**src/hw/rtl/stps_pkg.sv**
```systemverilog
// Shared constants, sideband type and helper functions for the plate selector.
// No dependencies; every other file of the block imports this package.
package stps_pkg;

    localparam int ANGLE_BITS   = 16;
    localparam int MAX_PLATES   = 8;
    localparam int POS_W        = 24;
    localparam int CORDIC_STEPS = 31;
    localparam int CORDIC_FRAC  = 30;
    localparam int CORDIC_W     = POS_W + CORDIC_FRAC + 3;
    localparam int Z_W          = 32;
    localparam int PLATE_W      = $clog2(MAX_PLATES + 1);
    localparam int JUMP_W       = 14;
    localparam int RATE_W       = 15;

    typedef struct packed {
        logic [ANGLE_BITS-1:0] head;
        logic [PLATE_W-1:0]    plates;
        logic                  lead_en;
        logic                  lead_neg;
        logic                  origin;
    } t_side;

    function automatic logic [ANGLE_BITS-1:0] scale16(input logic [15:0] v);
        logic [ANGLE_BITS+15:0] t;
        t = {v, {ANGLE_BITS{1'b0}}};
        return t[ANGLE_BITS+15:16];
    endfunction

    function automatic logic [Z_W-1:0] atan_step(input int i);
        logic [Z_W-1:0] a;
        case (i)
            0:       a = 32'd536870912;
            1:       a = 32'd316933406;
            2:       a = 32'd167458907;
            3:       a = 32'd85004756;
            4:       a = 32'd42667331;
            5:       a = 32'd21354465;
            6:       a = 32'd10679838;
            7:       a = 32'd5340245;
            8:       a = 32'd2670163;
            9:       a = 32'd1335087;
            10:      a = 32'd667544;
            11:      a = 32'd333772;
            12:      a = 32'd166886;
            13:      a = 32'd83443;
            14:      a = 32'd41722;
            15:      a = 32'd20861;
            16:      a = 32'd10430;
            17:      a = 32'd5215;
            18:      a = 32'd2608;
            19:      a = 32'd1304;
            20:      a = 32'd652;
            21:      a = 32'd326;
            22:      a = 32'd163;
            23:      a = 32'd81;
            24:      a = 32'd41;
            25:      a = 32'd20;
            26:      a = 32'd10;
            27:      a = 32'd5;
            28:      a = 32'd3;
            29:      a = 32'd1;
            30:      a = 32'd1;
            default: a = '0;
        endcase
        return a;
    endfunction

endpackage

```
**src/hw/rtl/stps_back.sv**
```systemverilog
// Back end: bearing rounding, decision angle fold, lead and sector offset, quantizer.
// Depends on stps_pkg; fed by stps_cordic, feeds the output stage of the top level.
module stps_back (
    input  logic                          i_clk,
    input  logic                          i_rst_n,
    input  logic                          i_adv,
    input  logic                          i_valid,
    input  logic [stps_pkg::Z_W-1:0]      i_z,
    input  stps_pkg::t_side               i_side,
    input  logic [stps_pkg::JUMP_W-1:0]   i_jump,
    output logic                          o_valid,
    output logic [2:0]                    o_plate_index
);
    import stps_pkg::*;

    localparam int AB = ANGLE_BITS;
    localparam int PW = AB + 1 + PLATE_W;
    localparam logic [Z_W-1:0]   ROUND   = Z_W'(1) << (Z_W - 1 - AB);
    localparam logic signed [AB:0]   QUARTER = (AB+1)'(1) <<< (AB - 2);
    localparam logic signed [AB:0]   HALF    = (AB+1)'(1) <<< (AB - 1);
    localparam logic signed [AB+1:0] TURN    = (AB+2)'(1) <<< AB;

    logic [AB-1:0] half_sec [1:MAX_PLATES];

    for (genvar g = 1; g <= MAX_PLATES; g++) begin : g_hs
        localparam int unsigned HS = (1 << AB) / (2 * g);
        assign half_sec[g] = AB'(HS);
    end

    logic [Z_W-1:0]        zs;
    logic [AB-1:0]         d;
    logic signed [AB:0]    de, f;
    logic signed [AB+1:0]  je, th, tmp, tw;
    logic [PW-1:0]         prod;
    logic [PLATE_W:0]      idx;
    logic [PLATE_W-1:0]    lim, sel;

    logic                  r_b1_v, r_b2_v, r_b3_v;
    logic [AB-1:0]         r_b1_alpha;
    t_side                 r_b1_side, r_b2_side;
    logic signed [AB:0]    r_b2_f;
    logic [AB:0]           r_b3_t;
    logic [PLATE_W-1:0]    r_b3_plates;

    assign zs = i_z + ROUND;
    assign d  = r_b1_side.head - r_b1_alpha;
    assign de = $signed({d[AB-1], d});

    always_comb begin
        if (de > QUARTER) begin
            f = HALF - de;
        end else if (de < -QUARTER) begin
            f = -HALF - de;
        end else begin
            f = de;
        end
    end

    assign je = $signed({2'b00, scale16({2'b00, i_jump})});

    always_comb begin
        if (!r_b2_side.lead_en) begin
            th = '0;
        end else if (r_b2_side.lead_neg) begin
            th = -je;
        end else begin
            th = je;
        end
        tmp = $signed({2'b00, half_sec[r_b2_side.plates]}) - (AB+2)'(r_b2_f) - th;
        tw  = tmp[AB+1] ? (tmp + TURN) : tmp;
    end

    assign prod = PW'(r_b3_t) * PW'(r_b3_plates);
    assign idx  = prod[PW-1:AB];
    assign lim  = r_b3_plates - PLATE_W'(1);
    assign sel  = (idx > {1'b0, lim}) ? lim : idx[PLATE_W-1:0];

    always_ff @(posedge i_clk) begin
        if (!i_rst_n) begin
            r_b1_v <= 1'b0;
            r_b2_v <= 1'b0;
            r_b3_v <= 1'b0;
        end else if (i_adv) begin
            r_b1_v <= i_valid;
            r_b2_v <= r_b1_v;
            r_b3_v <= r_b2_v;
        end
    end

    always_ff @(posedge i_clk) begin
        if (i_adv) begin
            r_b1_alpha  <= i_side.origin ? '0 : zs[Z_W-1 -: AB];
            r_b1_side   <= i_side;
            r_b2_f      <= f;
            r_b2_side   <= r_b1_side;
            r_b3_t      <= tw[AB:0];
            r_b3_plates <= r_b2_side.plates;
        end
    end

    assign o_valid       = r_b3_v;
    assign o_plate_index = 3'(sel);

    a_plates_range: assert property (@(posedge i_clk) disable iff (!i_rst_n)
        r_b1_v |-> (r_b1_side.plates != '0) && (int'(r_b1_side.plates) <= MAX_PLATES))
        else $error("plate count outside clamp range");

    a_fold_range: assert property (@(posedge i_clk) disable iff (!i_rst_n)
        r_b2_v |-> (r_b2_f <= QUARTER) && (r_b2_f >= -QUARTER))
        else $error("decision angle beyond a quarter turn");

    a_sum_below_turn: assert property (@(posedge i_clk) disable iff (!i_rst_n)
        r_b3_v |-> !r_b3_t[AB])
        else $error("wrapped angle sum reached a full turn");

endmodule

```
**config.mk**
```make
export PLATFORM = sky130hd
export DESIGN_NAME = stps_back
export DESIGN_NICKNAME = d
export VERILOG_FILES = /design/src/hw/rtl/stps_pkg.sv /design/src/hw/rtl/stps_back.sv
export SDC_FILE = /design/constraint.sdc
export NUM_CORES = 1
export LEC_CHECK = 0
export CELL_PAD_IN_SITES_DETAIL_PLACEMENT = 1
export CELL_PAD_IN_SITES_GLOBAL_PLACEMENT = 1
export CORE_UTILIZATION = 30
export DETAILED_ROUTE_END_ITERATION = 7
export DONT_BUFFER_PORTS = 1
export PLACE_DENSITY_LB_ADDON = 0.1
export SYNTH_ARGS = -nofsm -noshare
export SYNTH_HDL_FRONTEND = slang
export SYNTH_SLANG_ARGS = --single-unit
```
**constraint.sdc**
```tcl
create_clock -name i_clk -period 13.1 [get_ports i_clk]
set_clock_uncertainty 0.15 [all_clocks]
set_input_delay 1.31 -clock i_clk [delete_from_list [all_inputs] [get_ports i_clk]]
set_output_delay 1.31 -clock i_clk [all_outputs]
set_load 0.01 [all_outputs]
```
# After elaboration in Yosys (flattened, before gate mapping)
# Memory sizes are Yosys's and may differ from the RTL's.
# Index checks and enable logic that the tools add are counted.
# totals
output_inout_bits	4
inputBits	73
mem_count	1
mem_bits_ro	256
regBits	85
# memory_table
name	depth	word_bits	read_ports	rd_ports_with_merged_regs	write_ports	line_no	rtl
(name not given)	16	16	1	0	0	stps_back.sv:69	tmp = $signed({2'b00, half_sec[r_b2_side.plates]}) - (AB+2)'(r_b2_f) - th;
# classes
add_sub_neg	9
order_cmp	4
bitwise	1
muxes	8
mul	1
# ops
cell	n
2-to-1 mux 17 bit	3
2-to-1 mux 18 bit	2
adder 32 x 16 -> 32 bit (second input constant)	1
2-to-1 mux 16 bit	2
multiplier 17 x 4 -> 21 bit	1
negator 14 -> 18 bit	1
subtractor 17 x 17 -> 18 bit	1
subtractor 18 bit	1
adder 17 bit (second input constant)	1
subtractor 16 x 16 -> 17 bit (first input constant)	1
subtractor 17 x 16 -> 17 bit (first input constant)	1
greater-than comparator 16 bit (second input constant)	1
< comparator 16 x 15 -> 1 bit (second input constant)	1
subtractor 16 bit	1
greater-or-equal comparator 5 bit (second input constant)	1
greater-than comparator 5 x 4 -> 1 bit	1
inverter 4 -> 5 bit	1
subtractor 4 x 1 -> 4 bit (second input constant)	1
2-to-1 mux 3 bit	1

# Longest topological paths before layout
# depth
word_depth	8
depth_mapped	23

# Least setup slack after synthesis
# No wires, ideal clock.
# synth_path
kind	reg2out
startpoint	register r_b3_plates[2]
endpoint	output port o_plate_index[0]
slack_ns	6.830
t_arrival_ns	4.810
path_stages_with_launch	23
path_cell_list	edfxtp_1 clkbuf_1 clkbuf_1 and2_1 fa_1 inv_1 fa_1 inv_1 ha_1 a2111oi_0 o31ai_1 or3_1 a21o_1 a21oi_1 xnor2_1 ha_1 nor2b_1 o21ai_0 nand2b_1 a21oi_1 a41oi_1 nor2_1 mux2i_1
# synth_via
elab_chain_cells	3
word_cells_on_any_way	4
classes_between	add/sub: 1; mul: 1; order compare: 1; mux: 1
# synth_lines
item	line_no	rtl
from (decl)	stps_back.sv:43	logic [PLATE_W-1:0] r_b3_plates;
from (signal assigned)	stps_back.sv:97	r_b3_plates <= r_b2_side.plates;
multiplier 17 x 4 -> 21 bit or subtractor 4 x 1 -> 4 bit (tied branches)	stps_back.sv:73, stps_back.sv:75	
greater-than comparator 5 x 4 -> 1 bit	stps_back.sv:76	assign sel = (idx > {1'b0, lim}) ? lim : idx[PLATE_W-1:0];
2-to-1 mux 3 bit (*)	stps_back.sv:76	
to (decl)	stps_back.sv:12	output logic [2:0] o_plate_index
# Every way passes the cells marked *; elsewhere a longest branch is shown, timed or not.

# Worst setup path in the final report
# Ends and elaborated chain as after synthesis.

==> results.json <==
{
  "yosysTopAreaCellShare": 0.318,
  "core_area_mm2": 0.0253,
  "clock-sinks": 85,
  "critPathMaxStageDelay_ns": 0.64,
  "tns_ns": 0,
  "ant_nets": 0,
  "synthArstFlopShare": 0,
  "p_int_mw": 1.04,
  "syn-cell-area_mm2": 0.00773,
  "antenna_cells": 0,
  "dr.pass1.iters": 4,
  "leakagePower_nw": 3.45,
  "finalSetupViolations": 0,
  "power.total_mw": 1.82,
  "hpwl_mm": 14.0,
  "port_buffers": 0,
  "synth_seq_cells": 85,
  "synthToLayoutAreaGrowth_pct": 7.95,
  "synth_flop_cell": "edfxtp_1",
  "yosys.area.top_type": "edfxtp_1",
  "yosysWarnings": 0,
  "cp_cell_sequence": "and2_1, fa_1, inv_1, fa_1, inv_1, ha_1, a2111oi_0, o31ai_1, or3_1, a21o_1, a21oi_1, xnor2_1, ha_1, nor2b_1, o21ai_0, nand2b_1, a21oi_1, a41oi_1, nor2_1, mux2i_1",
  "power_density_mw_per_mm2": 218,
  "tightest_slew_ns": 0.996,
  "end_kind": "output port",
  "cts_max_level": 3,
  "grt_overflow": 0,
  "avgSynthCellArea_um2": 9.69,
  "combPwrFrac": 0.627,
  "swShare": 0.431,
  "synth_edf_count": 82,
  "clkSlewWorstSetupHoldPaths_ns": 0.06,
  "crit_fanout": 19,
  "drc": 0,
  "cap_violations": 0,
  "yosys-top-cells-area": "edfxtp_1 32%, fa_1 12%, ha_1 11%",
  "fp-row-count": 58,
  "drt_iter0_markers": 146,
  "syn_inst": 798,
  "cts_hold_buf": 0,
  "p_sw_mw": 0.785,
  "drive_gt1_frac": 0.0263,
  "route.detailed.wl_per_inst_um": 15.0,
  "cp-start-kind": "flop",
  "vias": 5429,
  "routed_wl_mm": 16.9,
  "cts_tree": "done",
  "ys_types": 57,
  "initial_core_util": 0.306,
  "p_seq_frac": 0.244,
  "slew_viol_final": 0,
  "cts_root_buf": "clkbuf_16",
  "fp.dieH_um": 163,
  "yosysMostFrequentCell": "inv_1",
  "synth_nets": 986,
  "grt_pass1_vias": 6160,
  "status": "finished clean",
  "place_congestion": 0.756,
  "cts_buffers": 9,
  "fin_crit_ns": 7.32,
  "min_period_over_period": 0.559,
  "grt_max_degree": 86,
  "dieArea_mm2": 0.0264,
  "cts_setup_buffers": 0,
  "pwr-share-clk": 0.129,
  "cp.required_ns": 11.64,
  "vdd_drop_max_uv": 180,
  "grt_setup_unrepaired": "false",
  "antenna_found_initial": 0,
  "vias_per_cell": 4.82,
  "hold_viol": 0,
  "grt_pass1_wl_mm": 29.4,
  "critPathArrivalTime_ns": 5.86,
  "ioPinCount": 77,
  "cts_resized": 0,
  "slowest_stage": "edfxtp_1",
  "synth_commonest_cells": "109 x inv_1, 82 x edfxtp_1, 69 x ha_1, 61 x nand2_1",
  "synth-seq-area-share": 0.326,
  "max_freq_ghz": 0.137,
  "maxSlewHeadroom": 0.331,
  "clk_path_buf_depth": 2,
  "grt_usage": 0.138,
  "hold_path_class": "reg2reg",
  "clk_latency_ns": 0.35,
  "die_w_um": 163,
  "finalNetCount": 980,
  "timing_worst_setup_path_type": "reg2out"
}
==> routing by layer <==
| metal | vias to the layer above | GRT usage | wire, um |
|---|---|---|---|
| met5 | - | 0 | 0 |
| met4 | 0 | 0.0459 | 340 |
| met3 | 22 | 0.0316 | 645 |
| met2 | 62 | 0.270 | 9120 |
| met1 | 2618 | 0.143 | 6810 |
| li1 | 2727 | - | - |
==> metrics by stage <==
stage	hold slack, ns	cells	instance area [um^2]	utilization	setup WS, ns
after floorplan	0.250	798	7730	-	6.83
after global placement	0.254	1111	8080	0.320	6.21
after detailed placement	0.257	1111	8080	0.320	5.94
after CTS	0.274	1127	8350	0.331	5.56
after global routing	0.284	1127	8350	0.331	5.26
final	0.273	1127	8350	0.331	5.78
==> cells by family (layout without fill, tap and decap cells) <==
family / Yosys count / after routing / share of synthesized area
AND/OR/NAND/NOR: 246 / 246 / 0.168
XOR/XNOR: 72 / 72 / 0.0816
AO/OA/AOI/OAI: 148 / 148 / 0.124
flip-flops: 85 / 85 / 0.326
multiplexers: 6 / 6 / 0.00777
buffers and inverters: 126 / 125 / 0.0615
adder cells (fa/ha/maj): 115 / 115 / 0.231
==> registers in the layout, indices dropped and copies added (netlist names) <==
signal / cells
o_valid: 1
r_b1_v: 1
r_b3_plates: 4
r_b2_f: 17
r_b2_side: 6
r_b1_alpha: 16
r_b2_v: 1
r_b3_t: 17
r_b1_side: 22
==> cells in the final DEF, fill, tap and decap left out, drive strengths merged, types with 7 or more instances in the layout <==
cell type / synthesis / routed
nor2b: 14 / 14
fa: 46 / 46
and2: 56 / 56
o21a: 11 / 11
o21ai: 29 / 29
o31ai: 10 / 10
clkbuf: 15 / 9
inv: 109 / 109
nand2: 61 / 61
xor2: 16 / 16
nor2: 38 / 38
nor3: 12 / 12
ha: 69 / 69
or3: 10 / 10
xnor2: 56 / 56
nand3: 20 / 20
a21o: 8 / 8
a21oi: 45 / 45
and3: 7 / 7
edfxtp: 82 / 82
==> path summary, 6_finish.rpt <==
| check | cells past startpoint | start | slack, ns | to |
|---|---|---|---|---|
| hold reg to reg | 0 | r_b1_side[5] | 0.27 | r_b2_side[5] |
| setup reg to reg | 14 | r_b2_side[5] | 8.52 | r_b3_t[16] |
| setup / recovery | 20 | r_b3_plates[2] | 5.78 | o_plate_index[0] |
| hold / removal | 0 | r_b1_side[5] | 0.27 | r_b2_side[5] |
==> cell type report <==
| class | count | area, um^2 |
|---|---|---|
| fillers | 2942 | 16900 |
| well taps | 330 | 413 |
| inverters | 109 | 409 |
| multi-input cells | 587 | 4730 |
| flip-flops and latches | 85 | 2520 |
| clock buffers | 9 | 225 |
| clock inverters | 7 | 42.5 |
==> worst max-delay path: cells and delay by family (launching register included) <==
family / cells / cell delay, ns
and+or+nand+nor: 5 / 1.09
DFF: 1 / 0.64
muxes: 1 / 0.33
buffers and inverters: 2 / 0.09
AOI/OAI and AO/OA: 7 / 1.54
xor gates and xnor gates: 1 / 0.18
adders and majority gates: 4 / 1.62
==> power groups by stage <==
stage | combinational [mW] | clock, mW | sequential [mW]
after global placement | 1.12 | 0 | 0.451
after global routing | 1.34 | 0.259 | 0.456
after floorplan | 0.928 | 0 | 0.431
after CTS | 1.17 | 0.249 | 0.447
final | 1.14 | 0.236 | 0.445
after detailed placement | 1.16 | 0 | 0.453
No activity file was read; power rests on OpenSTA's default activity.
