<file path="src/hw/rtl/stps_pkg.sv">
// Shared constants, sideband type and helper functions for the plate selector.
// No dependencies; every other file of the block imports this package.
package stps_pkg;

    localparam int ANGLE_BITS   = 16;
    localparam int MAX_PLATES   = 8;
    localparam int POS_W        = 24;
    localparam int CORDIC_STEPS = 31;
    localparam int CORDIC_FRAC  = 30;
    localparam int CORDIC_W     = POS_W + CORDIC_FRAC + 3;
    localparam int Z_W          = 32;
    localparam int PLATE_W      = $clog2(MAX_PLATES + 1);
    localparam int JUMP_W       = 14;
    localparam int RATE_W       = 15;

    typedef struct packed {
        logic [ANGLE_BITS-1:0] head;
        logic [PLATE_W-1:0]    plates;
        logic                  lead_en;
        logic                  lead_neg;
        logic                  origin;
    } t_side;

    function automatic logic [ANGLE_BITS-1:0] scale16(input logic [15:0] v);
        logic [ANGLE_BITS+15:0] t;
        t = {v, {ANGLE_BITS{1'b0}}};
        return t[ANGLE_BITS+15:16];
    endfunction

    function automatic logic [Z_W-1:0] atan_step(input int i);
        logic [Z_W-1:0] a;
        case (i)
            0:       a = 32'd536870912;
            1:       a = 32'd316933406;
            2:       a = 32'd167458907;
            3:       a = 32'd85004756;
            4:       a = 32'd42667331;
            5:       a = 32'd21354465;
            6:       a = 32'd10679838;
            7:       a = 32'd5340245;
            8:       a = 32'd2670163;
            9:       a = 32'd1335087;
            10:      a = 32'd667544;
            11:      a = 32'd333772;
            12:      a = 32'd166886;
            13:      a = 32'd83443;
            14:      a = 32'd41722;
            15:      a = 32'd20861;
            16:      a = 32'd10430;
            17:      a = 32'd5215;
            18:      a = 32'd2608;
            19:      a = 32'd1304;
            20:      a = 32'd652;
            21:      a = 32'd326;
            22:      a = 32'd163;
            23:      a = 32'd81;
            24:      a = 32'd41;
            25:      a = 32'd20;
            26:      a = 32'd10;
            27:      a = 32'd5;
            28:      a = 32'd3;
            29:      a = 32'd1;
            30:      a = 32'd1;
            default: a = '0;
        endcase
        return a;
    endfunction

endpackage

</file>
<file path="src/hw/rtl/stps_front.sv">
// Input stage: half-plane fold of the centre vector, lead decision, plate count clamp.
// Depends on stps_pkg; feeds stps_cordic.
module stps_front (
    input  logic                                 i_clk,
    input  logic                                 i_rst_n,
    input  logic                                 i_adv,
    input  logic                                 i_valid,
    input  logic signed [stps_pkg::POS_W-1:0]    i_center_x,
    input  logic signed [stps_pkg::POS_W-1:0]    i_center_y,
    input  logic [15:0]                          i_spin_heading,
    input  logic signed [15:0]                   i_spin_rate,
    input  logic [3:0]                           i_plate_count,
    input  logic [stps_pkg::RATE_W-1:0]          i_min_rate,
    output logic                                 o_valid,
    output logic signed [stps_pkg::CORDIC_W-1:0] o_x,
    output logic signed [stps_pkg::CORDIC_W-1:0] o_y,
    output logic [stps_pkg::Z_W-1:0]             o_z,
    output stps_pkg::t_side                      o_side
);
    import stps_pkg::*;

    logic signed [CORDIC_W-1:0] x_s, y_s, x0, y0;
    logic [Z_W-1:0]             z0;
    logic [15:0]                mag;
    logic [PLATE_W-1:0]         plates;
    t_side                      side;

    logic                       r_valid;
    logic signed [CORDIC_W-1:0] r_x, r_y;
    logic [Z_W-1:0]             r_z;
    t_side                      r_side;

    assign x_s = CORDIC_W'($signed({i_center_x, {CORDIC_FRAC{1'b0}}}));
    assign y_s = CORDIC_W'($signed({i_center_y, {CORDIC_FRAC{1'b0}}}));
    assign x0  = i_center_x[POS_W-1] ? -x_s : x_s;
    assign y0  = i_center_x[POS_W-1] ? -y_s : y_s;
    assign z0  = i_center_x[POS_W-1] ? {1'b1, {(Z_W-1){1'b0}}} : '0;
    assign mag = i_spin_rate[15] ? (~i_spin_rate + 16'd1) : i_spin_rate;

    always_comb begin
        if (i_plate_count == 4'd0) begin
            plates = PLATE_W'(1);
        end else if (int'(i_plate_count) > MAX_PLATES) begin
            plates = PLATE_W'(MAX_PLATES);
        end else begin
            plates = PLATE_W'(i_plate_count);
        end
        side.head     = scale16(i_spin_heading);
        side.plates   = plates;
        side.lead_en  = !(mag < {1'b0, i_min_rate});
        side.lead_neg = !(!i_spin_rate[15] && (i_spin_rate != 16'sd0));
        side.origin   = (i_center_x == '0) && (i_center_y == '0);
    end

    always_ff @(posedge i_clk) begin
        if (!i_rst_n) begin
            r_valid <= 1'b0;
        end else if (i_adv) begin
            r_valid <= i_valid;
        end
    end

    always_ff @(posedge i_clk) begin
        if (i_adv) begin
            r_x    <= x0;
            r_y    <= y0;
            r_z    <= z0;
            r_side <= side;
        end
    end

    assign o_valid = r_valid;
    assign o_x     = r_x;
    assign o_y     = r_y;
    assign o_z     = r_z;
    assign o_side  = r_side;

endmodule

</file>
<file path="config.mk">
export PLATFORM = sky130hd
export DESIGN_NAME = stps_front
export DESIGN_NICKNAME = d
export VERILOG_FILES = /design/src/hw/rtl/stps_pkg.sv /design/src/hw/rtl/stps_front.sv
export SDC_FILE = /design/constraint.sdc
export NUM_CORES = 1
export LEC_CHECK = 0
export BUFFER_PORTS_ARGS = -buffer_cell sky130_fd_sc_hd__clkbuf_2
export CORE_AREA = 2 2 106 108
export CTS_BUF_LIST = sky130_fd_sc_hd__clkbuf_8 sky130_fd_sc_hd__clkbuf_16
export DETAILED_ROUTE_END_ITERATION = 8
export DIE_AREA = 0 0 108 110
export HOLD_SLACK_MARGIN = 0.02
export PLACE_DENSITY = 0.9
export SLEW_MARGIN = 20
export SYNTH_ARGS = -nofsm -noshare
export SYNTH_HDL_FRONTEND = slang
export SYNTH_SLANG_ARGS = --single-unit
</file>
<file path="constraint.sdc">
create_clock -name i_clk -period 4.3 [get_ports i_clk]
set_input_delay 0.645 -clock i_clk [delete_from_list [all_inputs] [get_ports i_clk]]
set_output_delay 0.645 -clock i_clk [all_outputs]
set_load 0.02 [all_outputs]
</file>
* After elaboration in Yosys (flattened, before gate mapping)
Index checks and enable logic that the tools add are counted.
** Word-level totals
- Input bits :: 103
- Word-level logic and storage cells :: 33
- Flip-flop bits (word level) :: 170
** Operators by class
- Bitwise logic cells :: 1
- Magnitude comparators :: 2
- $add $sub $neg :: 3
- Reductions and logical operators :: 10
- Multiplexer cells :: 5
** Operators with widths (count)
- $neg A54 Y57 :: 2
- $mux W57 :: 1
- $mux W53 :: 1
- $logic_not A24 Y1 :: 2
- $mux W32 :: 1
- $add A16 B1 Y16 const B :: 1
- $lt A16 B15 Y1 :: 1
- $mux W16 :: 1
- $not A16 Y16 :: 1
- $reduce_bool A16 Y1 :: 1
- $gt A4 B4 Y1 const B :: 1
- $logic_not A4 Y1 :: 1
- $mux W4 :: 1
- $logic_not A1 Y1 :: 3
- $logic_and A1 B1 Y1 :: 2
- $reduce_or A2 Y1 :: 1

* Depth between registers and ports, before layout
Gate-level depths: netlist of run 1.
- Depth in word-level cells :: 5
- Mapped depth :: 11

* Worst setup path after synthesis of run 1
Ideal clock, no wire load.
- Path type :: in2reg
- From :: input i_spin_rate[5]
- To :: register r_side, in the netlist o_side[2] (data pin)
- Stages on the path :: 9
- Arrival time :: 3.138 ns
- Library setup time :: 0.265 ns
- Slack :: 0.897 ns
- Cells stage by stage :: or4_1 or4_1 o31ai_1 xnor2_1 ha_1 and3_1 a221oi_1 o21ai_0 or3_1
** RTL lines
- start, declared :: line stps_front.sv:11 : input logic signed [15:0] i_spin_rate,
- end signal, assigned :: line stps_front.sv:68 : r_side <= side;
- end, declared :: line stps_front.sv:31 : t_side r_side;

==> results of run 1 <==
==> layer usage <==
layer  track usage (%)  part of all wire (%)  vias to the layer above
li1                  -                     -                     1653
met1             16.52                    35                     1584
met2             29.92                    51                      209
met3             6.055                    12                       20
met4             8.333                   2.5                        0
met5                 0                     0                        -
==> state kept, by name, summed over array words and instances (netlist names) <==
| signal | cells |
|---|---|
| o_x | 27 |
| o_y | 27 |
| o_side | 23 |
| o_valid | 1 |
| o_z | 1 |
==> where the power goes <==
part | internal, mW | switching [mW]
registers | 0.933 | 0.0218
logic | 0.148 | 0.311
clock network | 0.264 | 0.263
==> cells by family after synthesis <==
kind of cell	Yosys count
DFF	79
adders and majority gates	17
other	1
xor gates and xnor gates	56
AOI/OAI and AO/OA	61
and+or+nand+nor	75
buffers and inverters	119
muxes	1
==> path summary, 6_finish.rpt <==
kind / endpoint
hold / removal: o_side[14]
setup reg to reg: o_valid
hold reg to reg: o_valid
setup / recovery: o_side[2]
==> synth_stat cells, drive strengths merged <==
| library cell | count | area [um^2] |
|---|---|---|
| or3 | 9 | 56.30 |
| conb | 1 | 3.750 |
| xnor2 | 56 | 490.5 |
| or4 | 11 | 86.33 |
| ha | 17 | 212.7 |
| a211oi | 2 | 15.01 |
| buf | 92 | 686.9 |
| nand4bb | 1 | 11.26 |
| or2 | 2 | 12.51 |
| nor2b | 3 | 18.77 |
| a211o | 1 | 8.760 |
| nor3 | 3 | 15.01 |
| nand3 | 4 | 20.02 |
| nor2 | 10 | 37.54 |
| nand2 | 17 | 63.81 |
| dfxtp | 1 | 20.02 |
| o221ai | 1 | 8.760 |
| and4 | 1 | 8.760 |
| o31ai | 18 | 162.7 |
| o21ai | 27 | 135.1 |
| nor4 | 2 | 12.51 |
| edfxtp | 78 | 2342 |
| clkbuf | 6 | 22.52 |
| a221oi | 1 | 8.760 |
| or3b | 1 | 8.760 |
| a21o | 2 | 15.01 |
| mux2i | 1 | 10.01 |
| o41ai | 7 | 61.31 |
| and3 | 2 | 12.51 |
| nor4b | 1 | 8.760 |
| or4b | 1 | 13.76 |
| nand2b | 7 | 43.79 |
| inv | 21 | 78.83 |
| a21oi | 2 | 10.01 |
==> layout make-up <==
type | instances | share of cell area, %
clock buffers | 9 | 2.199
clock inverters | 7 | 1.133
inverters | 21 | 1.399
multi-input cells | 304 | 34.11
flip-flops and latches | 79 | 41.93
well taps | 140 | 3.109
repair buffers | 181 | 16.12
==> flow_summary.json, run 1 <==
{
  "fillCellCount": 964,
  "maxCapViolCount": 0,
  "die_area_um2": 11880,
  "holdPathStages": 1,
  "design_area_um2": 5634,
  "min_period_over_period_pct": 77.32,
  "synth-compound-area-share_pct": 9.007,
  "hp-class": "in -> reg",
  "final_cell_mix": "180 x clkbuf_2, 94 x conb_1, 78 x edfxtp_1",
  "path_depth": 10,
  "min_from": "i_spin_heading[7]",
  "synth_area_um2": 4723,
  "cp-end-kind": "flip-flop",
  "max_freq_mhz": 300.8,
  "multi_input_area_um2": 1922,
  "seqCellArea_um2": 2362,
  "path_cells": "clkbuf_2 > or4_1 > or4_1 > o31ai_1 > xnor2_1 > ha_1 > a21o_1 > a221oi_1 > o21ai_0 > or3_1",
  "io_buffer_count": 181,
  "ys_ff_latch": 79,
  "cp_max_fo": 4,
  "first_pass_iters": 4,
  "grt_pass1_vias": 3094,
  "nets": 716,
  "path_class": "in -> reg",
  "grt_start_max_net_pins": 80,
  "crit_family": "simple AND/OR/NAND/NOR gates",
  "core_um2": 10700,
  "die_x_um": 108,
  "yosysSeqAreaShare_pct": 50.01,
  "min_period_ns": 3.325,
  "wl_per_cell_um": 14.16,
  "cp_slowest_cell": "or4_1",
  "hpwl_mm": 8.445,
  "cts-resized-gates": 0,
  "drc": 0,
  "syn_to_final_growth_pct": 19.28,
  "arrival_ns": 3.41,
  "post-route-util_pct": 52.67,
  "p_per_area_nw_per_um2": 344.7,
  "synthMuxAreaShare_pct": 0.2119,
  "vias": 3466,
  "via_per_inst": 4.677,
  "clk_pin_slew_ns": 0.08,
  "ios": 273,
  "setup_tns_ns": 0,
  "status": "finished clean",
  "drive_gt1_share_pct": 33.44,
  "finalSetupViolations": 0,
  "h-tree-depth": 3,
  "overflow": 0,
  "worst_slew_pin_slew_ns": 1.016,
  "p_leak_nw": 2.530,
  "rr_startpoint": "o_valid",
  "layout.cells.non_filler": 741,
  "start_kind": "primary input",
  "fp.dieH_um": 110,
  "grt_pass1_wl_mm": 14.60,
  "rsz0062_at_grt": "false",
  "ir_worst_vdd_mv": 0.2081,
  "skew_ns": 0,
  "synth_top_family_by_area": "buffers and inverters",
  "gp_congestion": 0.8434,
  "syn_inst": 409,
  "dpl.cell_count": 725,
  "num_rows": 38,
  "r2r_setup_slack_ns": 3.71,
  "ys_warn_count": 0,
  "crit_path_start": "i_spin_rate[5]",
  "maxSlewViolCount": 0,
  "reg2reg_depth": 2,
  "postCtsHoldBufs": 0,
  "wirelength_mm": 10.50,
  "cts_made_buffers": 9,
  "max_stage_delay_ns": 0.57,
  "power_mw": 1.942,
  "syn_avg_cell_area_um2": 11.55,
  "ant_nets": 0,
  "synth_xor_area_share_pct": 10.38,
  "path_buf_inv": 1,
  "cts_num_sinks": 79,
  "placed_area_um2": 5446,
  "cts_tree": "yes",
  "grt_use_total_pct": 16.44,
  "drt-initial-drc-count": 163,
  "critical_path_required_ns": 4.39,
  "clk_latency_ns": 0.35,
  "synthDistinctLibCells": 38,
  "cts_root_buffer": "clkbuf_8",
  "whs_ns": 0.4725,
  "final_common_cell": "clkbuf_2",
  "start_util_pct": 44.15,
  "antenna_cells": 0,
  "postCtsSetupBuffers": 0,
  "path_common_cell": "or4_1",
  "hold_viol_final": 0,
  "pre_cts_slack_ns": 0.5938,
  "fin_ws_ns": 0.9752,
  "synth-simple-area-share_pct": 9.113,
  "synth_fa_ha_area_share_pct": 4.503,
  "clockBufferDepth": 2,
  "maxSlewHeadroom_pct": 32.29,
  "antenna_found_initial": 0
}
No activity file was read; power rests on OpenSTA's default activity.
==> inputs of run 2 (changes only) <==
CORE_AREA = default   (was 2 2 106 108)
CORE_MARGIN = 1   (was default)
CORE_UTILIZATION = 40   (was default)
DIE_AREA = default   (was 0 0 108 110)
PLACE_DENSITY = 0.87   (was 0.9)
clock period = 3 ns   (was 4.3 ns; I/O delays follow)
==> run 2 against run 1 <==
  * Clock skew did not move
  * Via count rose by 1.2%
  * Total power is 61% higher
  * Register-to-register slack worse by 1.3 ns
==> flow_summary.json, run 2 (synthesis gave the netlist of run 1 again) <==
{
  "status": "finished clean",
  "maxCapViolCount": 0,
  "grt_pass1_wl_mm": 15.34,
  "die_area_um2": 12250,
  "core_um2": 11470,
  "ir_worst_vdd_mv": 0.4298,
  "min_period_over_period_pct": 98.29,
  "finalSetupViolations": 0,
  "ios": 273,
  "fillCellCount": 994,
  "postCtsSetupBuffers": 0,
  "maxSlewViolCount": 0,
  "placed_area_um2": 5589,
  "final_cell_mix": "179 x clkbuf_2, 94 x conb_1, 78 x edfxtp_1",
  "start_kind": "primary input",
  "overflow": 0,
  "path_cells": "buf_6 > or4_4 > or4_4 > o31ai_2 > xnor2_1 > ha_1 > a21o_1 > a221oi_2 > o21ai_1 > or3_1",
  "clk_latency_ns": 0.33,
  "dpl.cell_count": 742,
  "fp.dieH_um": 110.7,
  "power.share.clock_pct": 34.5,
  "io_buffer_count": 181,
  "multi_input_area_um2": 1963,
  "grt_use_total_pct": 16.13,
  "antenna_cells": 0,
  "clockBufferDepth": 2,
  "design_area_um2": 5919,
  "maxSlewHeadroom_pct": 58.86,
  "layout.cells.non_filler": 758,
  "cp-end-kind": "flip-flop",
  "ant_nets": 0,
  "nets": 730,
  "h-tree-depth": 3,
  "num_rows": 39,
  "cp_slowest_cell": "or4_4",
  "first_pass_iters": 5,
  "min_period_ns": 2.949,
  "rsz0062_at_grt": "true",
  "drt-initial-drc-count": 253,
  "hp-class": "in -> reg",
  "pwr-share-comb_pct": 21.7,
  "cp_max_fo": 4,
  "seqCellArea_um2": 2362,
  "p_leak_nw": 2.668,
  "hpwl_mm": 8.192,
  "worst_slew_pin_slew_ns": 0.6115,
  "hold_viol_final": 0,
  "power_switching_share_pct": 28.02,
  "seqPwrFrac_pct": 43.8,
  "postCtsHoldBufs": 0,
  "drc": 0,
  "critical_path_required_ns": 3.07,
  "vias": 3509,
  "start_util_pct": 41.19,
  "path_common_cell": "or4_4",
  "max_stage_delay_ns": 0.54,
  "path_class": "in -> reg",
  "final_common_cell": "clkbuf_2",
  "power.switching_uw": 876.9,
  "cts_made_buffers": 9,
  "gp_congestion": 0.8172,
  "p_per_area_nw_per_um2": 528.6,
  "cts-resized-gates": 0,
  "antenna_found_initial": 0,
  "arrival_ns": 3.02,
  "via_per_inst": 4.629,
  "die_x_um": 110.7,
  "grt_pass1_vias": 3207,
  "cts_root_buffer": "clkbuf_16",
  "wirelength_mm": 10.01,
  "grt_start_max_net_pins": 43,
  "syn_to_final_growth_pct": 25.32,
  "p_int_mw": 2.252,
  "drive_gt1_share_pct": 36.26,
  "crit_family": "simple AND/OR/NAND/NOR gates",
  "path_buf_inv": 1,
  "cts_num_sinks": 79,
  "skew_ns": 0,
  "max_freq_mhz": 339.1,
  "whs_ns": 0.2906,
  "wl_per_cell_um": 13.21,
  "cts_tree": "yes",
  "clk_pin_slew_ns": 0.06
}
run 2: cell count changes in the layout (fill, tap and decap cells not counted), sizes merged:
cell    delta
buf       +15
clkinv     -2
clkbuf     +1
run 2: per-stage QoR:
stage / TNS (ns) / setup slack [ns] / total power, mW / util [%]
3_3_place_gp: -0.2935 / -0.2935 / 2.048 / 48.74
2_1_floorplan: -0.1182 / -0.1182 / 1.885 / -
4_1_cts: 0 / 0.005382 / 3.149 / 51.39
6_report: 0 / 0.05136 / 3.129 / 51.62
3_5_place_dp: -0.3636 / -0.3636 / 2.067 / 48.74
5_1_grt: -0.05677 / -0.05677 / 3.261 / 51.62
run 2: final cells by class:
type	instances	area share, %
inverters	21	1.332
clock buffers	11	4.270
clock inverters	5	0.8666
repair buffers	195	17.44
multi-input cells	304	33.16
well taps	143	3.023
flip-flops and latches	79	39.91
run 2: path summary, 6_finish.rpt:
kind	from	to	slack (ns)	depth (start not counted)
worst max-delay path	i_spin_rate[5]	o_side[2]	0.05	10
worst min-delay path	i_spin_heading[0]	o_side[7]	0.29	1
worst max register to register	o_valid	o_valid	2.42	2
worst min register to register	o_valid	o_valid	0.52	2
run 2: layer usage:
layer  global-route usage, %  up-vias  part of all wire [%]
met2                   30.39      192                    53
met3                   5.358       18                   9.8
met5                       0        -                     0
met1                   15.67     1615                    34
met4                   7.644        0                   2.9
li1                        -     1684                     -
run 2: worst register-to-register path, stage by stage, from the launching register on:
cell and delay, ns:
dfxtp_1 0.31, mux2i_1 0.12, nor2b_1 0.05
run 2: power groups by stage:
stage | sequential, mW | clock (mW) | combinational (mW)
CTS | 1.37 | 1.10 | 0.674
floorplan | 1.53 | 0 | 0.358
global placement | 1.39 | 0 | 0.659
detailed placement | 1.40 | 0 | 0.672
finish | 1.37 | 1.08 | 0.678
global route | 1.38 | 1.15 | 0.733
==> inputs of run 3 (changes only) <==
ABC_AREA = 1   (was default)
CORE_UTILIZATION = 42   (was 40)
PLACE_DENSITY = 0.88   (was 0.87)
clock period = 2.55 ns   (was 3 ns; I/O delays follow)
==> run 3 against run 2 <==
  * Global-route usage up 0.85 points
  * Total power up 16%
  * Utilization down 0.28 points
  * Count of clock-buffer cells in the layout down 2
  * Non-clock buffer count down 10
  * Via count up 26%
  * Clock skew unchanged
  * Critical path type unchanged
  * Highest routed layer unchanged
==> flow_summary.json, run 3 <==
{
  "status": "finished clean",
  "synth_area_leader_cell": "edfxtp_1",
  "grt_pass1_vias": 3705,
  "die_area_um2": 13290,
  "hp-class": "in -> reg",
  "cts-resized-gates": 0,
  "rr_startpoint": "o_valid",
  "post-route-util_pct": 51.34,
  "fp.dieH_um": 115.3,
  "antenna_cells": 0,
  "crit_path_start": "i_spin_rate[0]",
  "maxCapViolCount": 0,
  "r2r_setup_slack_ns": 1.87,
  "overflow": 0,
  "ant_nets": 0,
  "drt-initial-drc-count": 252,
  "cp-end-kind": "flip-flop",
  "start_util_pct": 42.88,
  "max_freq_mhz": 506.8,
  "clk_latency_ns": 0.33,
  "clk_pin_slew_ns": 0.06,
  "clockBufferDepth": 2,
  "syn_to_final_growth_pct": 19.74,
  "min_from": "i_spin_heading[3]",
  "min_period_over_period_pct": 77.37,
  "wl_per_cell_um": 11.90,
  "cts_root_buffer": "clkbuf_16",
  "min_period_ns": 1.973,
  "hold_viol_final": 0,
  "synth_top_cell_area_share_pct": 43.46,
  "postCtsHoldBufs": 0,
  "die_x_um": 115.3,
  "grt_pass1_wl_mm": 16.98,
  "final_common_cell": "clkbuf_2",
  "placed_area_um2": 6173,
  "nets": 929,
  "yosysSeqAreaShare_pct": 43.84,
  "maxSlewViolCount": 0,
  "synthDistinctLibCells": 34,
  "drc": 0,
  "io_buffer_count": 181,
  "h-tree-depth": 3,
  "dpl.cell_count": 970,
  "synth_area_um2": 5389,
  "ys_top_cells_by_count": "133 x nand2_1, 92 x buf_4, 78 x edfxtp_1, 78 x inv_1, 52 x nor2_1",
  "arrival_ns": 2.06,
  "power_mw": 3.632,
  "worst_slew_pin_slew_ns": 0.5844,
  "ir_worst_vdd_mv": 0.3225,
  "skew_ns": 0,
  "core_um2": 12570,
  "ios": 273,
  "syn_inst": 619,
  "synthFlopType": "edfxtp_1",
  "cp_max_fo": 3,
  "ys_ff_latch": 79,
  "synth-edff-count": 78,
  "cts_num_sinks": 79,
  "postCtsSetupBuffers": 0,
  "ys_warn_count": 0,
  "path_class": "in -> reg",
  "yosys-top-cells-area": "edfxtp_1 43%, buf_4 13%, nand2_1 9.3%",
  "drive_gt1_share_pct": 29.61,
  "setup_tns_ns": 0,
  "cts_tree": "yes",
  "maxSlewHeadroom_pct": 61.04,
  "start_kind": "primary input",
  "cts_made_buffers": 9,
  "final_cell_mix": "180 x clkbuf_2, 133 x nand2_1, 94 x conb_1",
  "num_rows": 41,
  "pre_cts_slack_ns": 0.2342,
  "antenna_found_initial": 0,
  "p_leak_nw": 3.317,
  "grt_start_max_net_pins": 46,
  "vias": 4418,
  "yosysMostFrequentCell": "nand2_1",
  "first_pass_iters": 4,
  "via_per_inst": 4.481,
  "finalSetupViolations": 0,
  "fillCellCount": 1123,
  "critical_path_required_ns": 2.64,
  "wirelength_mm": 11.74,
  "whs_ns": 0.2223,
  "design_area_um2": 6452,
  "gp_congestion": 0.8555,
  "synth-async-reset-ratio_pct": 0,
  "grt_use_total_pct": 16.99,
  "syn_avg_cell_area_um2": 8.706,
  "layout.cells.non_filler": 986,
  "p_per_area_nw_per_um2": 562.8,
  "rsz0062_at_grt": "false",
  "hpwl_mm": 9.586,
  "fin_ws_ns": 0.5770
}
run 3: cell count changes after synthesis, moves of 11 or more:
cell,change
xor2_1,+27
nand4_1,+11
nand2_1,+116
xnor2_1,-50
nand3_1,+26
inv_1,+57
nor2_1,+42
o31ai_1,-13
nor2_2,+11
run 3: layout make-up:
| class | instances | area (um^2) | share of cell area (%) |
|---|---|---|---|
| Inverter | 82 | 307.8 | 4.770 |
| Tap cell | 172 | 215.2 | 3.335 |
| Clock buffer | 9 | 225.2 | 3.490 |
| Sequential cell | 79 | 2362 | 36.61 |
| Timing Repair Buffer | 185 | 950.9 | 14.74 |
| Clock inverter | 7 | 53.80 | 0.8338 |
| Multi-Input combinational cell | 452 | 2337 | 36.22 |
run 3: report_power, final:
| part | switching, mW | leakage, nW | internal (mW) |
|---|---|---|---|
| Combinational | 0.587 | 2.42 | 0.253 |
| Clock | 0.525 | 0.129 | 0.667 |
| Sequential | 0.0308 | 0.770 | 1.57 |
| Total | 1.14 | 3.32 | 2.49 |
run 3: kinds of logic after synthesis:
kind of cell / share of synthesized area (%)
simple gates: 23.29
buf+inv: 19.27
flops: 43.84
compound gates: 3.924
xor+xnor: 5.665
fa+ha+maj: 3.947
other cells: 0.06959
run 3: critical path, cell delays in order:
cell	delay, ns
clkbuf_2	0.08
inv_1	0.07
ha_1	0.19
nand3_1	0.10
nor2_2	0.15
nand2_1	0.09
nand2_1	0.11
nand2_1	0.06
nand2_1	0.06
nand2_1	0.05
ha_1	0.28
and3_1	0.20
nor3b_1	0.14
nand2_1	0.06
nand2_1	0.04
run 3: final timing paths:
check | end | cells after the start
hold reg to reg | o_valid | 2
setup reg to reg | o_valid | 2
hold / removal | o_side[10] | 1
setup / recovery | o_side[2] | 15
run 3: layer usage:
layer / global-route usage [%] / vias up / share of wire (%)
li1: - / 2191 / -
met1: 17.93 / 1966 / 37
met5: 0 / - / 0
met4: 7.879 / 0 / 2.5
met2: 31.24 / 239 / 51
met3: 4.744 / 22 / 8.9
